$ cat src/rtl/itar_pkg.sv
// itar_pkg: shared types, constants and the digit-to-character function
// for the integer to ascii radix converter; no dependencies
package itar_pkg;

  localparam int VALUE_WIDTH_DEF = 32;
  localparam int MAX_DIGITS_DEF  = 32;
  localparam int RADIX_W         = 6;
  localparam int CHAR_W          = 8;

  localparam logic [RADIX_W-1:0] RADIX_RESET = 6'd10;
  localparam logic [RADIX_W-1:0] RADIX_MIN   = 6'd2;
  localparam logic [RADIX_W-1:0] RADIX_MAX   = 6'd36;
  localparam logic [RADIX_W-1:0] RADIX_TEN   = 6'd10;
  localparam logic [RADIX_W-1:0] DIGIT_NINE  = 6'd9;
  localparam logic [CHAR_W-1:0]  DIGIT_TEN   = 8'd10;

  localparam logic [CHAR_W-1:0] CHAR_ZERO  = 8'h30;
  localparam logic [CHAR_W-1:0] CHAR_A     = 8'h61;
  localparam logic [CHAR_W-1:0] CHAR_MINUS = 8'h2d;

  typedef struct packed {
    logic load;
    logic div_go;
    logic store;
    logic rd_issue;
    logic emit_sign;
    logic emit_digit;
  } itar_cmd_t;

  typedef struct packed {
    logic div_done;
    logic mag_zero;
    logic count_full;
    logic neg;
    logic count_zero;
  } itar_sts_t;

  function automatic logic [CHAR_W-1:0] digit_char(input logic [RADIX_W-1:0] d);
    logic [CHAR_W-1:0] dw;
    dw = CHAR_W'(d);
    if (d > DIGIT_NINE) begin
      return CHAR_A + dw - DIGIT_TEN;
    end
    return CHAR_ZERO + dw;
  endfunction

endpackage

$ cat src/rtl/integer_to_ascii_radix.sv
// integer_to_ascii_radix: top level, converts an integer to ascii text
// depends on itar_pkg, itar_ctrl, itar_datapath
//
// channel   direction  handshake               payload
// input     in         start & !busy           number
// result    out        strobe (no back-press)  character, last
// config    in         cfg_valid & cfg_ready   cfg_data (radix)
//
// each digit comes from one division in the bit-serial divider
// emission reads each digit back from the buffer and then sends it, after a leading minus
// busy stays high from accept until the beat with last has gone out
// synchronous reset returns the sequencer to idle and radix to ten
module integer_to_ascii_radix #(
  parameter int VALUE_WIDTH = itar_pkg::VALUE_WIDTH_DEF,
  parameter int MAX_DIGITS  = itar_pkg::MAX_DIGITS_DEF
) (
  input  logic                          clk,
  input  logic                          rst,
  input  logic                          start,
  output logic                          busy,
  input  logic signed [VALUE_WIDTH-1:0] number,
  output logic                          strobe,
  output logic [itar_pkg::CHAR_W-1:0]   character,
  output logic                          last,
  input  logic                          cfg_valid,
  output logic                          cfg_ready,
  input  logic [itar_pkg::RADIX_W-1:0]  cfg_data
);

  itar_pkg::itar_cmd_t cmd;
  itar_pkg::itar_sts_t sts;

  assign cfg_ready = 1'b1;

  itar_ctrl u_ctrl (
    .clk   (clk),
    .rst   (rst),
    .start (start),
    .sts   (sts),
    .cmd   (cmd),
    .busy  (busy),
    .strobe(strobe)
  );

  itar_datapath #(
    .VALUE_WIDTH(VALUE_WIDTH),
    .MAX_DIGITS (MAX_DIGITS)
  ) u_dp (
    .clk      (clk),
    .rst      (rst),
    .cfg_valid(cfg_valid && cfg_ready),
    .cfg_data (cfg_data),
    .number   (number),
    .cmd      (cmd),
    .sts      (sts),
    .character(character),
    .last     (last)
  );

`ifndef SYNTHESIS
  a_strobe_busy: assert property (@(posedge clk) disable iff (rst)
    strobe |-> busy)
    else $error("result beat while idle");

  a_accept_busy: assert property (@(posedge clk) disable iff (rst)
    start && !busy |=> busy)
    else $error("accepted item did not raise busy");

  a_last_idle: assert property (@(posedge clk) disable iff (rst)
    strobe && last |=> !busy)
    else $error("busy after final beat");

  a_first_beat: assert property (@(posedge clk) disable iff (rst)
    $rose(busy) |-> !strobe)
    else $error("result beat in the accept cycle");
`endif

endmodule

$ cat src/rtl/itar_ram.sv
// itar_ram: generic single write port ram with registered read
// no dependencies
module itar_ram #(
  parameter int WIDTH = 8,
  parameter int DEPTH = 32
) (
  input  logic                     clk,
  input  logic                     we,
  input  logic [$clog2(DEPTH)-1:0] waddr,
  input  logic [WIDTH-1:0]         wdata,
  input  logic [$clog2(DEPTH)-1:0] raddr,
  output logic [WIDTH-1:0]         rdata
);

  logic [WIDTH-1:0] mem [DEPTH];

  always_ff @(posedge clk) begin
    if (we) begin
      mem[waddr] <= wdata;
    end
    rdata <= mem[raddr];
  end

endmodule

$ cat src/rtl/itar_div.sv
// itar_div: restoring divider, one quotient bit per cycle, small divisor
// depends on itar_pkg
module itar_div #(
  parameter int VALUE_WIDTH = itar_pkg::VALUE_WIDTH_DEF
) (
  input  logic                         clk,
  input  logic                         rst,
  input  logic                         go,
  input  logic [VALUE_WIDTH-1:0]       dividend,
  input  logic [itar_pkg::RADIX_W-1:0] divisor,
  output logic                         done,
  output logic [VALUE_WIDTH-1:0]       quotient,
  output logic [itar_pkg::RADIX_W-1:0] remainder
);

  localparam int CNT_W = $clog2(VALUE_WIDTH + 1);

  logic                         running;
  logic [CNT_W-1:0]             cnt;
  logic [VALUE_WIDTH-1:0]       quo;
  logic [itar_pkg::RADIX_W-1:0] rem;
  logic [itar_pkg::RADIX_W:0]   trial;
  logic                         fits;
  logic [itar_pkg::RADIX_W:0]   rem_next;

  always_comb begin
    trial    = {rem, quo[VALUE_WIDTH-1]};
    fits     = trial >= {1'b0, divisor};
    rem_next = fits ? (trial - {1'b0, divisor}) : trial;
  end

  always_ff @(posedge clk) begin
    if (rst) begin
      running <= 1'b0;
      done    <= 1'b0;
      cnt     <= '0;
    end else begin
      done <= 1'b0;
      if (go) begin
        running <= 1'b1;
        cnt     <= CNT_W'(VALUE_WIDTH);
      end else if (running) begin
        cnt <= cnt - 1'b1;
        if (cnt == CNT_W'(1)) begin
          running <= 1'b0;
          done    <= 1'b1;
        end
      end
    end
  end

  always_ff @(posedge clk) begin
    if (go) begin
      quo <= dividend;
      rem <= '0;
    end else if (running) begin
      quo <= {quo[VALUE_WIDTH-2:0], fits};
      rem <= rem_next[itar_pkg::RADIX_W-1:0];
    end
  end

  assign quotient  = quo;
  assign remainder = rem;

endmodule

$ cat src/rtl/itar_datapath.sv
// itar_datapath: radix register, magnitude, digit buffer and output mux
// depends on itar_pkg, itar_div, itar_ram
module itar_datapath #(
  parameter int VALUE_WIDTH = itar_pkg::VALUE_WIDTH_DEF,
  parameter int MAX_DIGITS  = itar_pkg::MAX_DIGITS_DEF
) (
  input  logic                          clk,
  input  logic                          rst,
  input  logic                          cfg_valid,
  input  logic [itar_pkg::RADIX_W-1:0]  cfg_data,
  input  logic signed [VALUE_WIDTH-1:0] number,
  input  itar_pkg::itar_cmd_t           cmd,
  output itar_pkg::itar_sts_t           sts,
  output logic [itar_pkg::CHAR_W-1:0]   character,
  output logic                          last
);

  localparam int CW = $clog2(MAX_DIGITS + 1);
  localparam int AW = $clog2(MAX_DIGITS);

  logic [itar_pkg::RADIX_W-1:0] radix;
  logic [itar_pkg::RADIX_W-1:0] base;
  logic [itar_pkg::RADIX_W-1:0] base_next;
  logic                         neg;
  logic                         neg_next;
  logic [VALUE_WIDTH-1:0]       mag;
  logic [VALUE_WIDTH-1:0]       num_u;
  logic [CW-1:0]                count;
  logic [CW-1:0]                count_m1;
  logic [CW-1:0]                limit;
  logic                         div_done;
  logic [VALUE_WIDTH-1:0]       quotient;
  logic [itar_pkg::RADIX_W-1:0] remainder;
  logic [itar_pkg::CHAR_W-1:0]  rdata;

  always_comb begin
    priority if (radix < itar_pkg::RADIX_MIN) begin
      base_next = itar_pkg::RADIX_MIN;
    end else if (radix > itar_pkg::RADIX_MAX) begin
      base_next = itar_pkg::RADIX_MAX;
    end else begin
      base_next = radix;
    end
    num_u    = $unsigned(number);
    neg_next = (base_next == itar_pkg::RADIX_TEN) && num_u[VALUE_WIDTH-1];
    count_m1 = count - 1'b1;
    limit    = neg ? CW'(MAX_DIGITS - 1) : CW'(MAX_DIGITS);
  end

  always_ff @(posedge clk) begin
    if (rst) begin
      radix <= itar_pkg::RADIX_RESET;
    end else if (cfg_valid) begin
      radix <= cfg_data;
    end
  end

  always_ff @(posedge clk) begin
    if (rst) begin
      neg   <= 1'b0;
      mag   <= '0;
      count <= '0;
    end else if (cmd.load) begin
      base  <= base_next;
      neg   <= neg_next;
      mag   <= neg_next ? (~num_u + 1'b1) : num_u;
      count <= '0;
    end else if (cmd.store) begin
      mag   <= quotient;
      count <= count + 1'b1;
    end else if (cmd.rd_issue) begin
      count <= count_m1;
    end
  end

  itar_div #(
    .VALUE_WIDTH(VALUE_WIDTH)
  ) u_div (
    .clk      (clk),
    .rst      (rst),
    .go       (cmd.div_go),
    .dividend (mag),
    .divisor  (base),
    .done     (div_done),
    .quotient (quotient),
    .remainder(remainder)
  );

  itar_ram #(
    .WIDTH(itar_pkg::CHAR_W),
    .DEPTH(MAX_DIGITS)
  ) u_buf (
    .clk  (clk),
    .we   (cmd.store),
    .waddr(count[AW-1:0]),
    .wdata(itar_pkg::digit_char(remainder)),
    .raddr(count_m1[AW-1:0]),
    .rdata(rdata)
  );

  always_comb begin
    sts.div_done   = div_done;
    sts.mag_zero   = mag == '0;
    sts.count_full = count == limit;
    sts.neg        = neg;
    sts.count_zero = count == '0;
    character      = cmd.emit_sign ? itar_pkg::CHAR_MINUS : rdata;
    last           = cmd.emit_digit && (count == '0);
  end

endmodule

$ cat src/rtl/itar_ctrl.sv
// itar_ctrl: sequencer for load, repeated division, sign and digit emission
// depends on itar_pkg
module itar_ctrl (
  input  logic                clk,
  input  logic                rst,
  input  logic                start,
  input  itar_pkg::itar_sts_t sts,
  output itar_pkg::itar_cmd_t cmd,
  output logic                busy,
  output logic                strobe
);

  localparam logic [2:0] S_IDLE  = 3'd0;
  localparam logic [2:0] S_START = 3'd1;
  localparam logic [2:0] S_DIV   = 3'd2;
  localparam logic [2:0] S_CHECK = 3'd3;
  localparam logic [2:0] S_SIGN  = 3'd4;
  localparam logic [2:0] S_READ  = 3'd5;
  localparam logic [2:0] S_EMIT  = 3'd6;

  logic [2:0] state;
  logic [2:0] state_next;

  always_comb begin
    state_next = state;
    cmd        = '0;
    unique case (state)
      S_IDLE: begin
        if (start) begin
          cmd.load   = 1'b1;
          state_next = S_START;
        end
      end
      S_START: begin
        cmd.div_go = 1'b1;
        state_next = S_DIV;
      end
      S_DIV: begin
        if (sts.div_done) begin
          cmd.store  = 1'b1;
          state_next = S_CHECK;
        end
      end
      S_CHECK: begin
        if (sts.mag_zero || sts.count_full) begin
          state_next = sts.neg ? S_SIGN : S_READ;
        end else begin
          state_next = S_START;
        end
      end
      S_SIGN: begin
        cmd.emit_sign = 1'b1;
        state_next    = S_READ;
      end
      S_READ: begin
        cmd.rd_issue = 1'b1;
        state_next   = S_EMIT;
      end
      S_EMIT: begin
        cmd.emit_digit = 1'b1;
        state_next     = sts.count_zero ? S_IDLE : S_READ;
      end
      default: begin
        state_next = S_IDLE;
      end
    endcase
  end

  always_ff @(posedge clk) begin
    if (rst) begin
      state <= S_IDLE;
    end else begin
      state <= state_next;
    end
  end

  assign busy   = state != S_IDLE;
  assign strobe = cmd.emit_sign || cmd.emit_digit;

endmodule

$ cat config.mk
export PLATFORM = sky130hd
export DESIGN_NAME = integer_to_ascii_radix
export DESIGN_NICKNAME = d
export VERILOG_FILES = /design/src/rtl/itar_pkg.sv /design/src/rtl/integer_to_ascii_radix.sv /design/src/rtl/itar_ram.sv /design/src/rtl/itar_div.sv /design/src/rtl/itar_datapath.sv /design/src/rtl/itar_ctrl.sv
export SDC_FILE = /design/constraint.sdc
export NUM_CORES = 1
export LEC_CHECK = 0
export ABC_AREA = 0
export BUFFER_PORTS_ARGS = -buffer_cell sky130_fd_sc_hd__buf_2
export CAP_MARGIN = 20
export CORE_MARGIN = 3
export CORE_UTILIZATION = 37
export DETAILED_ROUTE_END_ITERATION = 7
export PLACE_DENSITY_LB_ADDON = 0.15
export SKIP_CTS_REPAIR_TIMING = 1
export SYNTH_ARGS = -nofsm -noshare
export SYNTH_HDL_FRONTEND = slang
export SYNTH_SLANG_ARGS = --single-unit
export TNS_END_PERCENT = 100
$ cat constraint.sdc
create_clock -name clk -period 9.3 [get_ports clk]
set_input_delay 1.86 -clock clk [delete_from_list [all_inputs] [get_ports clk]]
set_output_delay 1.86 -clock clk [all_outputs]
set_load 0.01 [all_outputs]
Word level (Yosys, flattened, before mapping)
Memory sizes are Yosys's and may differ from the RTL's. A register that Yosys moved wholly into a read port is not among the register bits.
Cells that the tools add are included.
Widths: inputs -> output; s select.
Word-level totals
  bits in registers: 100
  bits in writable memories: 256
  input port bits: 42
  memories: 1
  output and inout bits: 12
  word-level logic and storage cells: 92
Memory list
  u_dp.u_buf.mem: words 32, bits a word 8, rd ports 1, clocked after memory_dff 1, wr ports 1, RTL line itar_ram.sv:15  | logic [WIDTH-1:0] mem [DEPTH];
Cells by class
  bitwise logic cells: 3
  reduce and logical (&&, ||, !) cells: 16
  add/sub/neg operators: 8
  $lt $le $gt $ge: 4
  equality and inequality tests: 11
  multiplexer cells: 37
Operators with widths (count)
  $mux 32: 5
  $mux 6: 8
  $add 32x1->32 const B: 1
  $logic_not 32->1: 1
  $not 32->32: 1
  $mux 8: 3
  $pmux 3 s7: 1
  $mux 1: 16
  $mux 3: 4
  $sub 6x1->6 const B: 2
  $eq 3x3->1 const B: 3
  $add 7x6->8 const A: 1
  $sub 8x4->8 const B: 1
  $add 6x6->7 const A: 1
  $ge 7x6->1: 1
  $add 6x1->6 const B: 1
  $eq 3x2->1 const B: 2
  $eq 6x1->1 const B: 1
  $eq 6x4->1 const B: 1
  $eq 6x6->1: 1
  $gt 6x4->1 const B: 1
  $gt 6x6->1 const B: 1
  $logic_not 6->1: 1
  $lt 6x2->1 const B: 1
  other kinds (13): 20

Logic depth before layout (Yosys ltp)
  depth in word-level cells: 7
  depth in mapped cells: 12
  mapped depth without buffers: 8

Modules after synthesis
A second synthesis with hierarchy kept.
Second synthesis, totals
  cell total of the unflattened synthesis: 1030
  area total of the unflattened synthesis: 15984.1 sq um
Modules (own cells, without submodules)
  itar_ram: area an instance 10053.4 sq um, times used 1, cells each 417
  itar_datapath: area an instance 3435.8 sq um, times used 1, cells each 401
  itar_div: area an instance 2250.9 sq um, times used 1, cells each 178
  itar_ctrl: area an instance 232.7 sq um, times used 1, cells each 32
  integer_to_ascii_radix: area an instance 11.3 sq um, times used 1, cells each 2

Worst setup path before layout
OpenSTA, ideal clock, no wires.
  path kind: input-to-reg
  from: in number[4]
  to: reg u_dp.mag[27]
  data required time: 9.166 ns
  slack: 5.524 ns
  buffers on the path: 1
  stages: 6
  arrival: 3.643 ns
  cells stage by stage: or4_4 > or4_1 > buf_2 > o41ai_2 > xor2_1 > o22ai_1
On the way
  longest elaborated chain between the ends: 4
Ends and longest elaborated chain
  from (decl): RTL line integer_to_ascii_radix.sv:21  | input logic signed [VALUE_WIDTH-1:0] number,
  $not 32->32: RTL line itar_datapath.sv:66  | mag <= neg_next ? (~num_u + 1'b1) : num_u;
  $add 32x1->32: RTL line itar_datapath.sv:66
  $mux 32: RTL line itar_datapath.sv:66
  $mux 32: RTL line itar_datapath.sv:63  | end else if (cmd.load) begin
  to (signal assigned): RTL line itar_datapath.sv:66
  to (signal assigned): RTL line itar_datapath.sv:69  | mag <= quotient;
  to (decl): RTL line itar_datapath.sv:26  | logic [VALUE_WIDTH-1:0] mag;
Every way passes these cells.
A chain may end at the register's enable or synchronous reset.

Worst setup path in the final report
  from: reg u_dp.count[2]
  to: out last
On the way
  longest elaborated chain between the ends: 2
Ends and longest elaborated chain
  from (decl): RTL line itar_datapath.sv:28  | logic [CW-1:0] count;
  from (signal assigned): RTL line itar_datapath.sv:70  | count <= count + 1'b1;
  from (signal assigned): RTL line itar_datapath.sv:72  | count <= count_m1;
  $logic_not 6->1: RTL line itar_datapath.sv:108  | last = cmd.emit_digit && (count == '0);
  $logic_and 1x1->1: RTL line itar_datapath.sv:108
  to (decl): RTL line integer_to_ascii_radix.sv:24  | output logic last,
Every way passes these cells.

==> impl_metrics.csv <==
group,metric,value,unit
outcome,run_status,"completed",
floorplanning,initial_core_util,37.8,%
grt,grt_max_degree,47,
pwr,internal_power,3.23,mW
critical_path,startpoint_type,"register",
floorplanning,die-width,214,um
pwr,total_power,4.51,mW
drt,wl,36200,um
cells_and_area,multi_input_area,5510,um2
drt,drt_first_pass_iters,4,
drt,first_iter_violations,536,
clock_tree,cts.reportedPaths.clkPinSlew,60,ps
clock_tree,cts_inserted_buffers,38,
floorplanning,row_count,75,
sta,fin_crit,4470,ps
yosys,syn_area,16000,um2
yosys,seq_area_frac_synth,63.9,%
yosys,ys_warn_count,0,
grt,antenna_found_initial,0,
critical_path,endpoint_kind,"output port",
yosys,postSynthAreaPerCell,13.4,um2
clock_tree,cts_sinks,364,
floorplanning,io_pins,54,
critical_path,cp_data_required_time,7440,ps
sta,clock.fmax,224,MHz
pwr,pwr-share-comb,18.2,%
yosys,synthMuxAreaShare,11.1,%
run,max_cap_viol_count,0,
cells_and_area,area_growth,13.4,%
drt,drc_errors,0,
floorplanning,core_region_area,42300,um2
cells_and_area,antenna_cells,0,
pwr,p_seq_share,50.2,%
pwr,switchingPower,1.28,mW
yosys,synthArstFlopShare,0,%
yosys,synth_xor_area_share,2.35,%
yosys,syn-num-nets,1261,
placement,gp_congestion,0.812,
placement,dp_hpwl,23500,um
sta,finalSetupViolCount,0,
grt,grt-ovfl-total,0,
yosys,synthTopCellsByArea,"edfxtp_1 55%, mux4_2 9.0%, dfxtp_1 8.8%",
drt,dr_total_vias,9467,
floorplanning,die_h,214,um
grt,grt_pass1_vias,9742,
yosys,synth-simple-area-share,12.3,%
sta,finClkSkew,17.5,ps
pwr,power.density,249,nW/um2
grt,grtUsageMet2,26.0,%
sta,worstMarginPinSlew,1040,ps
pwr,clkPwrFrac,31.6,%
hold_path,hp-class,"register to register",
grt,grt_pass1_wl,57100,um
critical_path,crit_fanout,22,
clock_tree,htreeDepth,2,
cells_and_area,drive_gt1_share,17.5,%
grt,grt_usage,15.8,%
clock_tree,cts-root-buf,"clkbuf_16",
pwr,netSwitchingFraction,28.4,%
cells_and_area,nets,1304,
drt,viasPerCell,5.13,
drt,drtAntennaViolNets,0,
yosys,ys_seq_elements,364,
grt,top_usage_layer,"met2",
clock_tree,cts_buffer_depth,3,
sta,fin_crit_sh,48.0,%
sta,hold_viol_final,0,
grt,use_met3,2.50,%
clock_tree,cts_tree,"yes",
yosys,syn_inst,1198,
yosys,synth_flop_cell,"edfxtp_1",
pwr,p_leak,6.05,nW
grt,gr-usage-met1,22.1,%
yosys,synth_top_family_by_area,"simple AND/OR/NAND/NOR gates",
drt,wl_per_cell,19.6,um
critical_path,critPathKind,"register to output port",
yosys,synth_edf_count,294,
floorplanning,dieArea,45800,um2
clock_tree,insertion_delay,540,ps
yosys,synthAdderAreaFrac,1.69,%
sta,grt_setup_unrepaired,"false",
yosys,synth_top_area_cell,"edfxtp_1",
yosys,ys_types,62,
placement,io_buffers,52,
critical_path,arrival,2610,ps
sta,finalSetupTns,0,ps
critical_path,r2r-start,"u_dp.count[0]",
pwr,peakVddDrop,0.218,mV
cells_and_area,fillers,3910,
yosys,synth_top_area_share,55.2,%
critical_path,startpoint,"u_dp.count[2]",
sta,relSlewSlack,30.6,%
hold_path,holdCritStartpoint,"u_dp.u_div.cnt[1]",
yosys,synth_compound_area_share,6.30,%
sta,drv_slew,0,
cells_and_area,regArea,10200,um2
## power groups by stage
stage,clock network [mW],logic (mW),registers (mW)
after detailed placement,0,0.850,2.30
after floorplan,0,0.458,2.29
after CTS,1.46,0.850,2.26
final,1.42,0.822,2.26
after global placement,0,0.836,2.30
after global routing,1.53,0.924,2.27
## sequential cells by signal, summed over array words and instances (netlist names)
register              flops
u_dp.mag                 32
u_dp.u_buf.rdata          8
u_dp.base                 6
u_dp.neg                  1
u_dp.u_div.cnt            6
u_dp.u_div.done           1
u_dp.u_div.remainder      6
u_dp.u_div.quotient      32
u_dp.u_buf.mem          256
u_dp.u_div.running        1
u_dp.count                6
u_dp.radix                6
u_ctrl.state              3
## per-stage QoR
stage	hold slack, ps	setup WS (ps)	area (um2)	utilization (%)	instances
2_1_floorplan	457	5520	16000	-	1198
3_3_place_gp	487	5180	17000	40.1	1776
3_5_place_dp	495	5180	17000	40.1	1776
4_1_cts	503	4800	18100	42.8	1843
5_1_grt	535	4670	18100	42.9	1845
6_report	503	4830	18100	42.9	1845
## worst max-delay path, stage by stage, from the launching register on
cell,delay (ps)
dfxtp_1,580
or3_1,610
nor3b_1,440
and3_1,280
buf_2,150
## path summary, 6_finish.rpt
path                         endpoint  cells past startpoint  slack, ps
setup / recovery                 last                      4       4830
hold / removal      u_dp.u_div.cnt[1]                      2        500
setup reg to reg  u_dp.u_buf.rdata[0]                      8       5650
hold reg to reg     u_dp.u_div.cnt[1]                      2        500
## placed cells by master (no fill, tap or decap), types with 8 or more instances in the layout
| cell | synthesis | final |
|---|---|---|
| nor3_1 | 21 | 20 |
| a21oi_1 | 25 | 25 |
| nor2b_1 | 10 | 10 |
| mux4_2 | 64 | 64 |
| nor2_1 | 129 | 127 |
| a32o_1 | 8 | 8 |
| dfxtp_1 | 70 | 69 |
| or2_2 | 8 | 8 |
| nand2_1 | 172 | 172 |
| mux2i_1 | 31 | 30 |
| clkbuf_16 | 0 | 39 |
| buf_2 | 8 | 52 |
| xor2_1 | 14 | 12 |
| buf_4 | 1 | 17 |
| o22ai_1 | 31 | 31 |
| and2_1 | 8 | 8 |
| a311oi_1 | 8 | 8 |
| xnor2_1 | 29 | 26 |
| a31oi_1 | 14 | 13 |
| and3_1 | 9 | 9 |
| nand3_1 | 12 | 11 |
| clkbuf_1 | 49 | 12 |
| inv_1 | 27 | 27 |
| edfxtp_1 | 294 | 294 |
| ha_1 | 20 | 19 |
| nor4_1 | 15 | 15 |
| nand2b_1 | 13 | 13 |
| o21ai_0 | 14 | 13 |
## cells in the mapped netlist (5+ instances only)
master / n
edfxtp_1: 294
nand2_1: 172
nor2_1: 129
dfxtp_1: 70
mux4_2: 64
clkbuf_1: 49
mux2i_1: 31
o22ai_1: 31
xnor2_1: 29
inv_1: 27
a21oi_1: 25
nor3_1: 21
ha_1: 20
nor4_1: 15
a31oi_1: 14
o21ai_0: 14
xor2_1: 14
nand2b_1: 13
nand3_1: 12
buf_1: 10
nor2b_1: 10
and3_1: 9
a311oi_1: 8
a32o_1: 8
and2_1: 8
buf_2: 8
or2_2: 8
nand4_1: 7
or3_1: 7
a211oi_1: 6
a41oi_1: 5
nand3b_1: 5
or4_1: 5
## layout make-up
cell class / count / share of cell area [%]
Clock buffer: 52 / 5.70
Clock inverter: 15 / 0.669
Inverter: 27 / 0.559
Multi-Input combinational cell: 739 / 30.4
Sequential cell: 364 / 56.4
Tap cell: 577 / 3.98
Timing Repair Buffer: 71 / 2.29
## kinds of logic after synthesis
family          after synthesis
flops                       364
xor+xnor                     43
compound gates              144
simple gates                433
mux                          97
fa+ha+maj                    21
other cells                   1
buf+inv                      95
## per-layer routing
metal,share of wire [%],routed length (um),up-vias
li1,-,-,4589
met1,46,16700,4636
met2,48,17300,192
met3,3.9,1430,50
met4,1.9,675,0
met5,0,0,-
No activity file was read; power rests on OpenSTA's default activity.
